<file path="src/ppc_pkg.sv">
package ppc_pkg;

   localparam int MaxVerticesDefault = 16;
   localparam int DistW  = 52;
   localparam int AttrW  = 34;
   localparam int MulBW  = 18;
   localparam int ProdW  = AttrW + MulBW;
   localparam int TW     = 17;
   localparam int NumMix = 12;
   localparam int CsrIdxW = 3;

   localparam logic [CsrIdxW-1:0] CSR_NRM_X = 3'd0;
   localparam logic [CsrIdxW-1:0] CSR_NRM_Y = 3'd1;
   localparam logic [CsrIdxW-1:0] CSR_NRM_Z = 3'd2;
   localparam logic [CsrIdxW-1:0] CSR_PNT_X = 3'd3;
   localparam logic [CsrIdxW-1:0] CSR_PNT_Y = 3'd4;
   localparam logic [CsrIdxW-1:0] CSR_PNT_Z = 3'd5;

   typedef struct packed {
      logic signed [31:0] pos_x;
      logic signed [31:0] pos_y;
      logic signed [31:0] pos_z;
      logic signed [15:0] nrm_x;
      logic signed [15:0] nrm_y;
      logic signed [15:0] nrm_z;
      logic signed [31:0] tex_u;
      logic signed [31:0] tex_v;
      logic [31:0]        rgba;
   } vertex_type;

   typedef enum logic [1:0] {OUT_VERTEX, OUT_CROSS, OUT_MARKER} out_kind_type;
   typedef enum logic {EDGE_PREV_CUR, EDGE_CUR_FIRST} edge_type;

   typedef struct packed {
      logic         capture;
      logic         dist_clear;
      logic         mul_dist;
      logic         mul_mix;
      logic         accum;
      logic         mix_write;
      logic [3:0]   idx;
      logic         commit_first;
      edge_type     edge_sel;
      logic         div_init;
      logic         div_step;
      logic         load_out;
      out_kind_type kind;
      logic         last;
      logic         advance;
   } dp_cmd_type;

   typedef struct packed {
      logic prev_neg;
      logic cur_neg;
      logic first_neg;
      logic out_busy;
   } dp_status_type;

   // Attribute as a sign-extended operand; colour channels are unsigned bytes
   function automatic logic signed [AttrW-1:0] attr_of(vertex_type v, logic [3:0] i);
      logic signed [AttrW-1:0] r;
      case (i)
         4'd0:    r = AttrW'(v.pos_x);
         4'd1:    r = AttrW'(v.pos_y);
         4'd2:    r = AttrW'(v.pos_z);
         4'd3:    r = AttrW'(v.nrm_x);
         4'd4:    r = AttrW'(v.nrm_y);
         4'd5:    r = AttrW'(v.nrm_z);
         4'd6:    r = AttrW'(v.tex_u);
         4'd7:    r = AttrW'(v.tex_v);
         4'd8:    r = AttrW'($signed({1'b0, v.rgba[7:0]}));
         4'd9:    r = AttrW'($signed({1'b0, v.rgba[15:8]}));
         4'd10:   r = AttrW'($signed({1'b0, v.rgba[23:16]}));
         4'd11:   r = AttrW'($signed({1'b0, v.rgba[31:24]}));
         default: r = '0;
      endcase
      return r;
   endfunction

endpackage

</file>
<file path="src/ppc_chan_if.sv">
interface ppc_req_if;
   logic               valid;
   logic               ready;
   logic signed [31:0] pos_x;
   logic signed [31:0] pos_y;
   logic signed [31:0] pos_z;
   logic signed [15:0] nrm_x;
   logic signed [15:0] nrm_y;
   logic signed [15:0] nrm_z;
   logic signed [31:0] tex_u;
   logic signed [31:0] tex_v;
   logic [31:0]        rgba;
   logic               last_vertex;
   modport source (output valid, pos_x, pos_y, pos_z, nrm_x, nrm_y, nrm_z, tex_u, tex_v,
                   rgba, last_vertex, input ready);
   modport sink (input valid, pos_x, pos_y, pos_z, nrm_x, nrm_y, nrm_z, tex_u, tex_v,
                 rgba, last_vertex, output ready);
endinterface

interface ppc_rsp_if;
   logic               valid;
   logic               ready;
   logic signed [31:0] out_pos_x;
   logic signed [31:0] out_pos_y;
   logic signed [31:0] out_pos_z;
   logic signed [15:0] out_nrm_x;
   logic signed [15:0] out_nrm_y;
   logic signed [15:0] out_nrm_z;
   logic signed [31:0] out_tex_u;
   logic signed [31:0] out_tex_v;
   logic [31:0]        out_rgba;
   logic               vertex_valid;
   logic               last_out;
   modport source (output valid, out_pos_x, out_pos_y, out_pos_z, out_nrm_x, out_nrm_y,
                   out_nrm_z, out_tex_u, out_tex_v, out_rgba, vertex_valid, last_out,
                   input ready);
   modport sink (input valid, out_pos_x, out_pos_y, out_pos_z, out_nrm_x, out_nrm_y,
                 out_nrm_z, out_tex_u, out_tex_v, out_rgba, vertex_valid, last_out,
                 output ready);
endinterface

interface ppc_csr_if;
   logic        valid;
   logic        ready;
   logic [2:0]  index;
   logic [31:0] data;
   modport source (output valid, index, data, input ready);
   modport sink (input valid, index, data, output ready);
endinterface

</file>
<file path="src/ppc_datapath.sv">
module ppc_datapath
   import ppc_pkg::*;
(
   input  logic          clock,
   input  logic          reset,
   ppc_req_if.sink       req_chan,
   ppc_rsp_if.source     rsp_chan,
   ppc_csr_if.sink       csr_chan,
   input  dp_cmd_type    cmd,
   output dp_status_type status
);

   logic signed [15:0] nrm_ff [3];
   logic signed [31:0] pnt_ff [3];

   vertex_type cur_ff, prev_ff, first_ff;
   logic signed [DistW-1:0] dist_ff, dprev_ff, dfirst_ff;
   logic signed [ProdW-1:0] prod_ff;

   logic [DistW+1:0] rem_ff;
   logic [DistW:0]   den_ff;
   logic [15:0]      quo_ff;
   logic             full_ff;

   logic [31:0] res_ff [NumMix];

   vertex_type out_ff;
   logic       out_vv_ff, out_last_ff, out_valid_ff;

   vertex_type a_v, b_v;
   logic signed [DistW-1:0] da, db;
   logic [DistW-1:0] abs_a, abs_b;
   logic [DistW:0]   den_in;
   logic [DistW+1:0] rem_sh;
   logic [TW-1:0]    t_val;
   logic signed [AttrW-1:0] op_a;
   logic signed [MulBW-1:0] op_b;
   logic signed [AttrW-1:0] pq_diff, mix_diff;
   logic [1:0]  didx;
   logic signed [ProdW-1:0] mix_sum;
   vertex_type cross_v;

   assign csr_chan.ready = 1'b1;

   always_ff @(posedge clock) begin
      if (reset) begin
         for (int i = 0; i < 3; i++) begin
            nrm_ff[i] <= '0;
            pnt_ff[i] <= '0;
         end
      end else if (csr_chan.valid) begin
         case (csr_chan.index)
            CSR_NRM_X: nrm_ff[0] <= csr_chan.data[15:0];
            CSR_NRM_Y: nrm_ff[1] <= csr_chan.data[15:0];
            CSR_NRM_Z: nrm_ff[2] <= csr_chan.data[15:0];
            CSR_PNT_X: pnt_ff[0] <= csr_chan.data;
            CSR_PNT_Y: pnt_ff[1] <= csr_chan.data;
            CSR_PNT_Z: pnt_ff[2] <= csr_chan.data;
            default: ;
         endcase
      end
   end

   // Edge endpoints
   always_comb begin
      if (cmd.edge_sel == EDGE_PREV_CUR) begin
         a_v = prev_ff; b_v = cur_ff; da = dprev_ff; db = dist_ff;
      end else begin
         a_v = cur_ff; b_v = first_ff; da = dist_ff; db = dfirst_ff;
      end
   end

   assign abs_a  = da[DistW-1] ? DistW'(-da) : DistW'(da);
   assign abs_b  = db[DistW-1] ? DistW'(-db) : DistW'(db);
   assign den_in = {1'b0, abs_a} + {1'b0, abs_b};
   assign rem_sh = {rem_ff[DistW:0], 1'b0};
   assign t_val  = full_ff ? TW'(17'h10000) : {1'b0, quo_ff};

   assign didx = cmd.idx[1:0];
   always_comb begin
      case (didx)
         2'd0:    pq_diff = AttrW'(cur_ff.pos_x) - AttrW'(pnt_ff[0]);
         2'd1:    pq_diff = AttrW'(cur_ff.pos_y) - AttrW'(pnt_ff[1]);
         default: pq_diff = AttrW'(cur_ff.pos_z) - AttrW'(pnt_ff[2]);
      endcase
   end
   assign mix_diff = attr_of(b_v, cmd.idx) - attr_of(a_v, cmd.idx);
   assign op_a = cmd.mul_dist ? pq_diff : mix_diff;
   assign op_b = cmd.mul_dist ? MulBW'(nrm_ff[(didx == 2'd3) ? 2'd2 : didx])
                              : $signed({1'b0, t_val});
   // Floor of the scaled difference is an arithmetic shift
   assign mix_sum = ProdW'(attr_of(a_v, cmd.idx)) + (prod_ff >>> 16);

   always_ff @(posedge clock) begin
      if (cmd.capture) begin
         cur_ff.pos_x <= req_chan.pos_x;
         cur_ff.pos_y <= req_chan.pos_y;
         cur_ff.pos_z <= req_chan.pos_z;
         cur_ff.nrm_x <= req_chan.nrm_x;
         cur_ff.nrm_y <= req_chan.nrm_y;
         cur_ff.nrm_z <= req_chan.nrm_z;
         cur_ff.tex_u <= req_chan.tex_u;
         cur_ff.tex_v <= req_chan.tex_v;
         cur_ff.rgba  <= req_chan.rgba;
      end
      if (cmd.mul_dist || cmd.mul_dist == 1'b0 && cmd.mul_mix)
         prod_ff <= op_a * op_b;
      if (cmd.mix_write)
         res_ff[cmd.idx] <= mix_sum[31:0];
      if (cmd.commit_first)
         first_ff <= cur_ff;
      if (cmd.advance)
         prev_ff <= cur_ff;
      if (cmd.div_init) begin
         rem_ff  <= {2'b00, abs_a};
         den_ff  <= den_in;
         quo_ff  <= '0;
         full_ff <= ({1'b0, abs_a} >= den_in);
      end else if (cmd.div_step) begin
         if (rem_sh >= {1'b0, den_ff}) begin
            rem_ff <= rem_sh - {1'b0, den_ff};
            quo_ff <= {quo_ff[14:0], 1'b1};
         end else begin
            rem_ff <= rem_sh;
            quo_ff <= {quo_ff[14:0], 1'b0};
         end
      end
   end

   always_ff @(posedge clock) begin
      if (reset) begin
         dist_ff   <= '0;
         dprev_ff  <= '0;
         dfirst_ff <= '0;
      end else begin
         if (cmd.dist_clear)
            dist_ff <= '0;
         else if (cmd.accum)
            dist_ff <= dist_ff + DistW'(prod_ff);
         if (cmd.commit_first)
            dfirst_ff <= dist_ff;
         if (cmd.advance)
            dprev_ff <= dist_ff;
      end
   end

   always_comb begin
      cross_v.pos_x = res_ff[0];
      cross_v.pos_y = res_ff[1];
      cross_v.pos_z = res_ff[2];
      cross_v.nrm_x = res_ff[3][15:0];
      cross_v.nrm_y = res_ff[4][15:0];
      cross_v.nrm_z = res_ff[5][15:0];
      cross_v.tex_u = res_ff[6];
      cross_v.tex_v = res_ff[7];
      cross_v.rgba  = {res_ff[11][7:0], res_ff[10][7:0], res_ff[9][7:0], res_ff[8][7:0]};
   end

   always_ff @(posedge clock) begin
      if (reset) begin
         out_valid_ff <= 1'b0;
      end else if (cmd.load_out) begin
         out_valid_ff <= 1'b1;
      end else if (rsp_chan.ready) begin
         out_valid_ff <= 1'b0;
      end
      if (cmd.load_out) begin
         out_last_ff <= cmd.last;
         case (cmd.kind)
            OUT_VERTEX: begin out_ff <= b_v; out_vv_ff <= 1'b1; end
            OUT_CROSS:  begin out_ff <= cross_v; out_vv_ff <= 1'b1; end
            default:    begin out_ff <= '0; out_vv_ff <= 1'b0; end
         endcase
      end
   end

   assign rsp_chan.valid        = out_valid_ff;
   assign rsp_chan.out_pos_x    = out_ff.pos_x;
   assign rsp_chan.out_pos_y    = out_ff.pos_y;
   assign rsp_chan.out_pos_z    = out_ff.pos_z;
   assign rsp_chan.out_nrm_x    = out_ff.nrm_x;
   assign rsp_chan.out_nrm_y    = out_ff.nrm_y;
   assign rsp_chan.out_nrm_z    = out_ff.nrm_z;
   assign rsp_chan.out_tex_u    = out_ff.tex_u;
   assign rsp_chan.out_tex_v    = out_ff.tex_v;
   assign rsp_chan.out_rgba     = out_ff.rgba;
   assign rsp_chan.vertex_valid = out_vv_ff;
   assign rsp_chan.last_out     = out_last_ff;

   assign status.prev_neg  = dprev_ff[DistW-1];
   assign status.cur_neg   = dist_ff[DistW-1];
   assign status.first_neg = dfirst_ff[DistW-1];
   assign status.out_busy  = out_valid_ff;

endmodule

</file>
<file path="src/ppc_control.sv">
module ppc_control
   import ppc_pkg::*;
#(
   parameter int MAX_VERTICES = MaxVerticesDefault
)(
   input  logic          clock,
   input  logic          reset,
   input  logic          req_valid,
   output logic          req_ready,
   input  logic          req_last,
   input  dp_status_type status,
   output dp_cmd_type    cmd
);

   localparam int CntW = $clog2(MAX_VERTICES + 1);

   typedef enum logic [2:0] {
      S_IDLE, S_DIST, S_PLAN, S_SCAN, S_DIV, S_MIX, S_EMIT, S_DONE
   } state_type;

   state_type    state_ff;
   logic [4:0]   cnt_ff;
   logic [1:0]   slot_ff;
   logic [3:0]   mask_ff;
   logic [2:0]   left_ff;
   logic         last_ff, have_first_ff;
   logic [CntW-1:0] count_ff;
   out_kind_type kind_ff;

   logic         first_neg_eff;
   logic [3:0]   en;
   logic [2:0]   total;
   logic [CntW-1:0] base;
   logic [CntW:0]   room;
   logic [2:0]   take;

   assign req_ready = (state_ff == S_IDLE);

   // Output slots in order: entering crossing, current vertex, closing crossing, first vertex
   always_comb begin
      first_neg_eff = have_first_ff ? status.first_neg : status.cur_neg;
      en[0] = have_first_ff && (status.prev_neg != status.cur_neg);
      en[1] = have_first_ff && !status.cur_neg;
      en[2] = last_ff && (status.cur_neg != first_neg_eff);
      en[3] = last_ff && !first_neg_eff;
      total = 3'(en[0]) + 3'(en[1]) + 3'(en[2]) + 3'(en[3]);
      base  = have_first_ff ? count_ff : '0;
      room  = (CntW+1)'(MAX_VERTICES) - {1'b0, base};
      take  = (room < (CntW+1)'(total)) ? room[2:0] : total;
   end

   always_comb begin
      cmd = '0;
      cmd.edge_sel = slot_ff[1] ? EDGE_CUR_FIRST : EDGE_PREV_CUR;
      cmd.kind = kind_ff;
      cmd.idx = cnt_ff[4:1];
      case (state_ff)
         S_IDLE: begin
            cmd.capture    = req_valid;
            cmd.dist_clear = req_valid;
         end
         S_DIST: begin
            cmd.mul_dist = !cnt_ff[0];
            cmd.accum    = cnt_ff[0];
         end
         S_PLAN: cmd.commit_first = !have_first_ff;
         S_SCAN: cmd.div_init = (left_ff != '0) && mask_ff[slot_ff] && !slot_ff[0];
         S_DIV:  cmd.div_step = 1'b1;
         S_MIX: begin
            cmd.mul_mix   = !cnt_ff[0];
            cmd.mix_write = cnt_ff[0];
         end
         S_EMIT: begin
            cmd.load_out = !status.out_busy;
            cmd.last     = (kind_ff == OUT_MARKER) || (last_ff && left_ff == 3'd1);
         end
         S_DONE: cmd.advance = 1'b1;
         default: ;
      endcase
   end

   always_ff @(posedge clock) begin
      if (reset) begin
         state_ff      <= S_IDLE;
         cnt_ff        <= '0;
         slot_ff       <= '0;
         mask_ff       <= '0;
         left_ff       <= '0;
         last_ff       <= 1'b0;
         have_first_ff <= 1'b0;
         count_ff      <= '0;
         kind_ff       <= OUT_VERTEX;
      end else begin
         case (state_ff)
            S_IDLE: if (req_valid) begin
               last_ff  <= req_last;
               cnt_ff   <= '0;
               state_ff <= S_DIST;
            end
            S_DIST: begin
               cnt_ff <= cnt_ff + 5'd1;
               if (cnt_ff == 5'd5) state_ff <= S_PLAN;
            end
            S_PLAN: begin
               mask_ff       <= en;
               slot_ff       <= '0;
               left_ff       <= take;
               have_first_ff <= !last_ff;
               count_ff      <= last_ff ? '0 : base + CntW'(take);
               if (last_ff && take == '0) begin
                  kind_ff  <= OUT_MARKER;
                  state_ff <= S_EMIT;
               end else begin
                  state_ff <= S_SCAN;
               end
            end
            S_SCAN: begin
               if (left_ff == '0) begin
                  state_ff <= S_DONE;
               end else if (!mask_ff[slot_ff]) begin
                  slot_ff <= slot_ff + 2'd1;
               end else if (!slot_ff[0]) begin
                  cnt_ff   <= '0;
                  state_ff <= S_DIV;
               end else begin
                  kind_ff  <= OUT_VERTEX;
                  state_ff <= S_EMIT;
               end
            end
            S_DIV: begin
               cnt_ff <= cnt_ff + 5'd1;
               if (cnt_ff == 5'd15) begin
                  cnt_ff   <= '0;
                  state_ff <= S_MIX;
               end
            end
            S_MIX: begin
               cnt_ff <= cnt_ff + 5'd1;
               if (cnt_ff == 5'(2 * NumMix - 1)) begin
                  kind_ff  <= OUT_CROSS;
                  state_ff <= S_EMIT;
               end
            end
            S_EMIT: if (!status.out_busy) begin
               if (kind_ff == OUT_MARKER) begin
                  state_ff <= S_DONE;
               end else begin
                  left_ff          <= left_ff - 3'd1;
                  mask_ff[slot_ff] <= 1'b0;
                  slot_ff          <= slot_ff + 2'd1;
                  state_ff         <= S_SCAN;
               end
            end
            S_DONE: state_ff <= S_IDLE;
            default: state_ff <= S_IDLE;
         endcase
      end
   end

endmodule

</file>
<file path="src/polygon_plane_clipper_unit.sv">
// Clips a polygon against one plane, one vertex transfer at a time.
// req_chan: vertex in (valid/ready), last_vertex closes the polygon.
// rsp_chan: clipped vertices out (valid/ready); last_out marks the final
//   result of the polygon, and an end marker with vertex_valid low is sent
//   when the closing vertex yields nothing.
// csr_chan: plane normal (index 0..2) and plane point (index 3..5); write
//   only while no polygon is in flight. Always ready.
// Sequence: one vertex at a time. The plane distance is formed on the
//   shared 34x18 multiplier and the results are planned; then each kept
//   vertex is selected and loaded into the output, and each crossing is
//   selected, its t found by the restoring divider, its attributes
//   interpolated on the same multiplier and the result loaded into the
//   output. Slots with no result are skipped, and the vertex then finishes.
// Results leave through a single output register; when the receiver stalls
//   the next result waits in the datapath and no new vertex is taken.
// Reset (synchronous) clears the plane registers, the polygon state and the
//   output valid flag; the block is ready the cycle after.
module polygon_plane_clipper_unit
   import ppc_pkg::*;
#(
   parameter int MAX_VERTICES = MaxVerticesDefault
)(
   input  logic      clock,
   input  logic      reset,
   ppc_req_if.sink   req_chan,
   ppc_rsp_if.source rsp_chan,
   ppc_csr_if.sink   csr_chan
);

   dp_cmd_type    cmd;
   dp_status_type status;
   logic          ready;

   assign req_chan.ready = ready;

   ppc_control #(.MAX_VERTICES(MAX_VERTICES)) u_control (
      .clock     (clock),
      .reset     (reset),
      .req_valid (req_chan.valid),
      .req_ready (ready),
      .req_last  (req_chan.last_vertex),
      .status    (status),
      .cmd       (cmd)
   );

   ppc_datapath u_datapath (
      .clock    (clock),
      .reset    (reset),
      .req_chan (req_chan),
      .rsp_chan (rsp_chan),
      .csr_chan (csr_chan),
      .cmd      (cmd),
      .status   (status)
   );

endmodule

</file>
<file path="src/flat_wrapper.sv">
// flat-port wrapper written by rule: the top's interface ports become plain ports
module polygon_plane_clipper_unit_flat import ppc_pkg::*;
#(
   parameter int MAX_VERTICES = MaxVerticesDefault
)
  (clock, reset, req_chan_valid, req_chan_pos_x, req_chan_pos_y, req_chan_pos_z, req_chan_nrm_x, req_chan_nrm_y, req_chan_nrm_z, req_chan_tex_u, req_chan_tex_v, req_chan_rgba, req_chan_last_vertex, req_chan_ready, rsp_chan_valid, rsp_chan_out_pos_x, rsp_chan_out_pos_y, rsp_chan_out_pos_z, rsp_chan_out_nrm_x, rsp_chan_out_nrm_y, rsp_chan_out_nrm_z, rsp_chan_out_tex_u, rsp_chan_out_tex_v, rsp_chan_out_rgba, rsp_chan_vertex_valid, rsp_chan_last_out, rsp_chan_ready, csr_chan_valid, csr_chan_index, csr_chan_data, csr_chan_ready);
  ppc_req_if req_chan_i ();
  ppc_rsp_if rsp_chan_i ();
  ppc_csr_if csr_chan_i ();
  input  logic clock;
  input  logic reset;
  input wire logic [$bits(req_chan_i.valid)-1:0] req_chan_valid;
  input wire logic [$bits(req_chan_i.pos_x)-1:0] req_chan_pos_x;
  input wire logic [$bits(req_chan_i.pos_y)-1:0] req_chan_pos_y;
  input wire logic [$bits(req_chan_i.pos_z)-1:0] req_chan_pos_z;
  input wire logic [$bits(req_chan_i.nrm_x)-1:0] req_chan_nrm_x;
  input wire logic [$bits(req_chan_i.nrm_y)-1:0] req_chan_nrm_y;
  input wire logic [$bits(req_chan_i.nrm_z)-1:0] req_chan_nrm_z;
  input wire logic [$bits(req_chan_i.tex_u)-1:0] req_chan_tex_u;
  input wire logic [$bits(req_chan_i.tex_v)-1:0] req_chan_tex_v;
  input wire logic [$bits(req_chan_i.rgba)-1:0] req_chan_rgba;
  input wire logic [$bits(req_chan_i.last_vertex)-1:0] req_chan_last_vertex;
  output wire logic [$bits(req_chan_i.ready)-1:0] req_chan_ready;
  output wire logic [$bits(rsp_chan_i.valid)-1:0] rsp_chan_valid;
  output wire logic [$bits(rsp_chan_i.out_pos_x)-1:0] rsp_chan_out_pos_x;
  output wire logic [$bits(rsp_chan_i.out_pos_y)-1:0] rsp_chan_out_pos_y;
  output wire logic [$bits(rsp_chan_i.out_pos_z)-1:0] rsp_chan_out_pos_z;
  output wire logic [$bits(rsp_chan_i.out_nrm_x)-1:0] rsp_chan_out_nrm_x;
  output wire logic [$bits(rsp_chan_i.out_nrm_y)-1:0] rsp_chan_out_nrm_y;
  output wire logic [$bits(rsp_chan_i.out_nrm_z)-1:0] rsp_chan_out_nrm_z;
  output wire logic [$bits(rsp_chan_i.out_tex_u)-1:0] rsp_chan_out_tex_u;
  output wire logic [$bits(rsp_chan_i.out_tex_v)-1:0] rsp_chan_out_tex_v;
  output wire logic [$bits(rsp_chan_i.out_rgba)-1:0] rsp_chan_out_rgba;
  output wire logic [$bits(rsp_chan_i.vertex_valid)-1:0] rsp_chan_vertex_valid;
  output wire logic [$bits(rsp_chan_i.last_out)-1:0] rsp_chan_last_out;
  input wire logic [$bits(rsp_chan_i.ready)-1:0] rsp_chan_ready;
  input wire logic [$bits(csr_chan_i.valid)-1:0] csr_chan_valid;
  input wire logic [$bits(csr_chan_i.index)-1:0] csr_chan_index;
  input wire logic [$bits(csr_chan_i.data)-1:0] csr_chan_data;
  output wire logic [$bits(csr_chan_i.ready)-1:0] csr_chan_ready;
  assign req_chan_i.valid = req_chan_valid;
  assign req_chan_i.pos_x = req_chan_pos_x;
  assign req_chan_i.pos_y = req_chan_pos_y;
  assign req_chan_i.pos_z = req_chan_pos_z;
  assign req_chan_i.nrm_x = req_chan_nrm_x;
  assign req_chan_i.nrm_y = req_chan_nrm_y;
  assign req_chan_i.nrm_z = req_chan_nrm_z;
  assign req_chan_i.tex_u = req_chan_tex_u;
  assign req_chan_i.tex_v = req_chan_tex_v;
  assign req_chan_i.rgba = req_chan_rgba;
  assign req_chan_i.last_vertex = req_chan_last_vertex;
  assign req_chan_ready = req_chan_i.ready;
  assign rsp_chan_valid = rsp_chan_i.valid;
  assign rsp_chan_out_pos_x = rsp_chan_i.out_pos_x;
  assign rsp_chan_out_pos_y = rsp_chan_i.out_pos_y;
  assign rsp_chan_out_pos_z = rsp_chan_i.out_pos_z;
  assign rsp_chan_out_nrm_x = rsp_chan_i.out_nrm_x;
  assign rsp_chan_out_nrm_y = rsp_chan_i.out_nrm_y;
  assign rsp_chan_out_nrm_z = rsp_chan_i.out_nrm_z;
  assign rsp_chan_out_tex_u = rsp_chan_i.out_tex_u;
  assign rsp_chan_out_tex_v = rsp_chan_i.out_tex_v;
  assign rsp_chan_out_rgba = rsp_chan_i.out_rgba;
  assign rsp_chan_vertex_valid = rsp_chan_i.vertex_valid;
  assign rsp_chan_last_out = rsp_chan_i.last_out;
  assign rsp_chan_i.ready = rsp_chan_ready;
  assign csr_chan_i.valid = csr_chan_valid;
  assign csr_chan_i.index = csr_chan_index;
  assign csr_chan_i.data = csr_chan_data;
  assign csr_chan_ready = csr_chan_i.ready;
  polygon_plane_clipper_unit #(.MAX_VERTICES(MAX_VERTICES)) u_core (.clock(clock), .reset(reset), .req_chan(req_chan_i), .rsp_chan(rsp_chan_i), .csr_chan(csr_chan_i));
endmodule
</file>
<file path="config.mk">
export PLATFORM = sky130hd
export DESIGN_NAME = polygon_plane_clipper_unit_flat
export DESIGN_NICKNAME = d
export VERILOG_FILES = /design/src/ppc_pkg.sv /design/src/ppc_chan_if.sv /design/src/ppc_datapath.sv /design/src/ppc_control.sv /design/src/polygon_plane_clipper_unit.sv /design/src/flat_wrapper.sv
export SDC_FILE = /design/constraint.sdc
export NUM_CORES = 2
export LEC_CHECK = 0
export BUFFER_PORTS_ARGS = -buffer_cell sky130_fd_sc_hd__buf_2
export CELL_PAD_IN_SITES_DETAIL_PLACEMENT = 0
export CELL_PAD_IN_SITES_GLOBAL_PLACEMENT = 2
export CORE_MARGIN = 3
export CORE_UTILIZATION = 42
export DETAILED_ROUTE_END_ITERATION = 8
export PLACE_DENSITY = 0.88
export SYNTH_ARGS = -nofsm -noshare
export SYNTH_HDL_FRONTEND = slang
export SYNTH_SLANG_ARGS = --single-unit
</file>
<file path="constraint.sdc">
create_clock -name clock -period 16.85 [get_ports clock]
set_input_delay 4.2125 -clock clock [delete_from_list [all_inputs] [get_ports clock]]
set_output_delay 4.2125 -clock clock [all_outputs]
set_load 0.02 [all_outputs]
</file>
==> results by stage <==
Run status:
- The run finished with clean final reports.

Synth:
- The cell area that synthesis handed to floorplanning was 109000 um^2.
- The number of nets in the synthesized netlist is 11800.
- The most instantiated flip-flop cell in the synthesis netlist is edfxtp_1.
- The instance count of the mapped netlist is 10400.
- The total of warnings raised by yosys is 0.
- The distinct cell type count of the synthesized netlist is 96.
- Of the synthesized area, sequential elements account for 45.0%.
- Dividing the synthesized area by the synthesized cell count gives 10.5 um^2.
- The synthesized design contains 1504 enable-type register cells.
- For this run, asynchronously set or reset flops after synthesis account for 0%.
- The post-synthesis sequential element count is 1704.

Hold path:
- The kind of path behind the tightest hold check is reg -> reg.
- The worst hold path was traced through 2 stages.

Critical path:
- STA classifies the critical path endpoint as a register.
- Broken down by cell family, the worst path's largest delay share belongs to compound AO/OA/AOI/OAI gates.
- The cell type with the highest occurrence count on the critical path is inv_1.
- The cell at the slowest stage of the critical path is a2111oi_1.
- The total stage count of the critical path is 46.
- The maximum single-stage delay on the critical path is 1.09 ns.
- The length in cells of the worst reg-to-reg path is 46.
- The kind of critical path is reg -> reg.
- Data on the critical path is required at its endpoint by 17.40 ns.
- The number of buffers and inverters on the critical path is 9.
- The maximum net fanout on the critical path is 23.
- STA classifies the critical path startpoint as a register.
- The signal arrival time at the worst endpoint is 15.33 ns.

Power and ir drop:
- The ratio of total power to cell area is 159 nW/um^2.
- The total leakage power is 47.9 nW.
- The worst supply voltage drop on vdd is 174 uV.

Placed design:
- Summed over all nets, the half-perimeter wirelength after detailed placement is 290000 um.
- The routability congestion estimate from global placement is 0.956.
- The number of I/O port buffers is 524.
- The total placed cells including tap cells is 14000.
- Timing analysis after detailed placement gives a worst setup slack of 2.56 ns.

Detailed routing:
- The antenna violation net count after detailed routing is 0.
- Using the TritonRoute via totals, the vias-per-cell ratio works out to 5.75.
- The number of DRC markers in iteration 0 is 8242.
- The mean routed wirelength per cell is 26.5 um.
- The remaining design rule violation count is 0.
- The post-detailed-routing wire length is 380000 um.
- The total number of vias is 82400.
- The number of detailed-routing iterations run before antenna repair is 6.

STA:
- The minimum period implied by the final worst setup slack is 14.78 ns.
- Setup violations remaining at the end of the flow were counted as 0.
- For the final database, setup skew stands at 0.110 ns.
- Of the available clock period, the critical path in the final layout requires 87.7%.
- The top achievable clock speed is 67.7 MHz.
- In the post-route analysis, the smallest setup slack over all paths is 2.07 ns.
- Setup repair after global routing left no endpoint under its margin.
- Headroom to the max-slew limit came out at 12.0%.
- The final number of max-transition violations is 0.
- The total negative slack is 0 ns.
- For the pin with the worst max-slew slack, the measured transition is 1.28 ns.
- The final count of hold timing violations is 0.

GRT:
- For met3 alone, demand over resource in global routing was 3.85%.
- The total overflow left after global routing is 0.
- In the global route stage, overall resource usage came out at 27.8%.
- The busiest metal layer after global routing is met2.
- The via count of the first global-routing pass is 81000.
- Entering global routing, the biggest net connects 234 pins.
- The wire length of the first global-routing pass is 548000 um.
- Global routing consumed, on the met2 layer, 45.9% of the routing resources.
- The initial antenna violation count is 25.
- The global routing met1 resource utilization is 36.5%.

Finish:
- The area growth from synthesis to layout is 11.5%.
- The filler cells instantiated in the layout total 23800.
- After the last flow step, the layout net total stands at 12200.
- Once layout is complete, the cells apart from fillers number 14300.
- Leaving out fill and tap cells, the most frequent cells in the layout are 1504 x edfxtp_1, 1183 x nor2_1, 946 x nand2_1.
- In the final layout, the share of cells above drive strength 1 is 9.90%.
- Across the whole layout, storage elements account for 49200 um^2.
- The most common library cell in the layout ignoring fill and taps is edfxtp_1.
- Summing all multi-input logic gate instances after layout gives 54900 um^2.

Clocking:
- The clock reaches the later pin of the worst-skew pair after 0.90 ns.
- The clock passes through at most 4 buffers.
- The number of buffers added to fix hold violations after cts is 0.
- The number of setup buffers added after CTS is 0.
- The CTS sink count is 1704.
- CTS built an H-tree with a depth of 4.
- The post-cts repair resize count is 0.
- The number of CTS-inserted buffers is 194.
- The tree is rooted in a clkbuf_16.
- TritonCTS built the clock tree.
- The clock input transition at the sequential cells of the worst setup and hold paths is 0.06 ns.

Floorplan:
- The number of primary I/O pins is 526.
- The initial utilization of the core area, before any placement, comes to 42.4%.
- The core footprint is 258000 um^2.
- The horizontal die dimension is 516 um.
- The initialized floorplan defines 186 standard-cell rows.
- The area of the die is 266000 um^2.
- The die height is 516 um.

Run:
- Max-cap violations in this run came to 0.
[final cells by class]
type	instances	area share [%]
timing repair buffer	663	3.08
sequential	1704	40.4
inverter	945	2.93
clock inverter	110	0.815
antenna	18	0.0370
multi-input combinational	7295	45.1
tap	3384	3.48
clock buffer	227	4.18
[state kept, by name, indices dropped and copies added (netlist names), 48 cells and up]
| register | count |
|---|---|
| u_core.u_datapath.cur_ff | 240 |
| u_core.u_datapath.first_ff | 240 |
| u_core.u_datapath.prev_ff | 240 |
| u_core.u_datapath.res_ff | 240 |
| u_core.u_datapath.pnt_ff | 96 |
| u_core.u_datapath.den_ff | 53 |
| u_core.u_datapath.rem_ff | 53 |
| u_core.u_datapath.dfirst_ff | 52 |
| u_core.u_datapath.dist_ff | 52 |
| u_core.u_datapath.dprev_ff | 52 |
| u_core.u_datapath.prod_ff | 52 |
| u_core.u_datapath.nrm_ff | 48 |
[synthesized netlist by cell type, drive strengths merged (17+ instances only)]
cell type | number | area, um^2
nand2 | 952 | 3570
nand3 | 124 | 621
nand2b | 105 | 657
a21oi | 853 | 4270
edfxtp | 1504 | 45200
xor2 | 177 | 1550
o31ai | 36 | 284
a21o | 198 | 1490
xnor2 | 243 | 2130
nor2 | 1194 | 4480
o21ai | 379 | 1900
and3 | 42 | 268
mux2 | 22 | 248
nor4 | 48 | 315
or3 | 31 | 199
inv | 943 | 3540
nand4 | 51 | 319
or4 | 20 | 154
o211ai | 36 | 284
o21bai | 40 | 300
clkbuf | 364 | 1370
ha | 512 | 6410
o22a | 20 | 175
o22ai | 180 | 1130
buf | 115 | 561
nor2b | 68 | 425
nor3 | 137 | 696
a31oi | 43 | 269
a211oi | 59 | 443
dfxtp | 200 | 4000
o32a | 19 | 190
and2 | 180 | 1130
mux2i | 589 | 5900
o21a | 71 | 533
or2 | 26 | 163
nor3b | 17 | 128
fa | 596 | 11900
[power by group]
group | total [mW] | internal, mW | switching (mW)
clock | 4.15 | 2.37 | 1.78
combinational | 9.41 | 3.34 | 6.07
sequential | 5.80 | 5.37 | 0.428
[worst min-delay path, stage by stage, from the launching register on]
cell,delay [ns]
dfxtp_1,0.30
nand2_1,0.05
a21oi_1,0.05
[final timing paths]
| kind | endpoint | slack (ns) | from |
|---|---|---|---|
| setup / recovery | u_core.u_datapath.prod_ff[45] | 2.07 | u_core.u_control.cnt_ff[1] |
| hold / removal | u_core.u_datapath.dfirst_ff[19] | 0.45 | u_core.u_datapath.dfirst_ff[19] |
| setup reg to reg | u_core.u_datapath.prod_ff[45] | 2.07 | u_core.u_control.cnt_ff[1] |
| hold reg to reg | u_core.u_datapath.dfirst_ff[19] | 0.45 | u_core.u_datapath.dfirst_ff[19] |
[through the flow]
stage	total power [mW]	cell area [um^2]	util (%)	hold slack [ns]
after CTS	19.4	122000	47.2	0.451
after global routing	20.6	122000	47.2	0.469
after floorplan	12.0	109000	-	0.431
final	19.4	122000	47.2	0.452
after global placement	15.1	116000	44.8	0.439
after detailed placement	15.2	116000	44.9	0.444
[metal layers]
layer	up-vias	wire length (um)
met4	12	18900
met5	-	79
met1	41200	154000
li1	37200	-
met3	671	26300
met2	3335	181000
[logic make-up after synthesis]
| family | count (synthesis) | synth area share, % |
|---|---|---|
| AOI/OAI and AO/OA | 2130 | 11.9 |
| xor gates and xnor gates | 420 | 3.37 |
| adders and majority gates | 1108 | 16.8 |
| buffers and inverters | 1424 | 5.01 |
| DFF | 1704 | 45.0 |
| muxes | 612 | 5.64 |
| other | 1 | 0.00343 |
| and+or+nand+nor | 3024 | 12.2 |
Power figures use the tool's default switching activity.
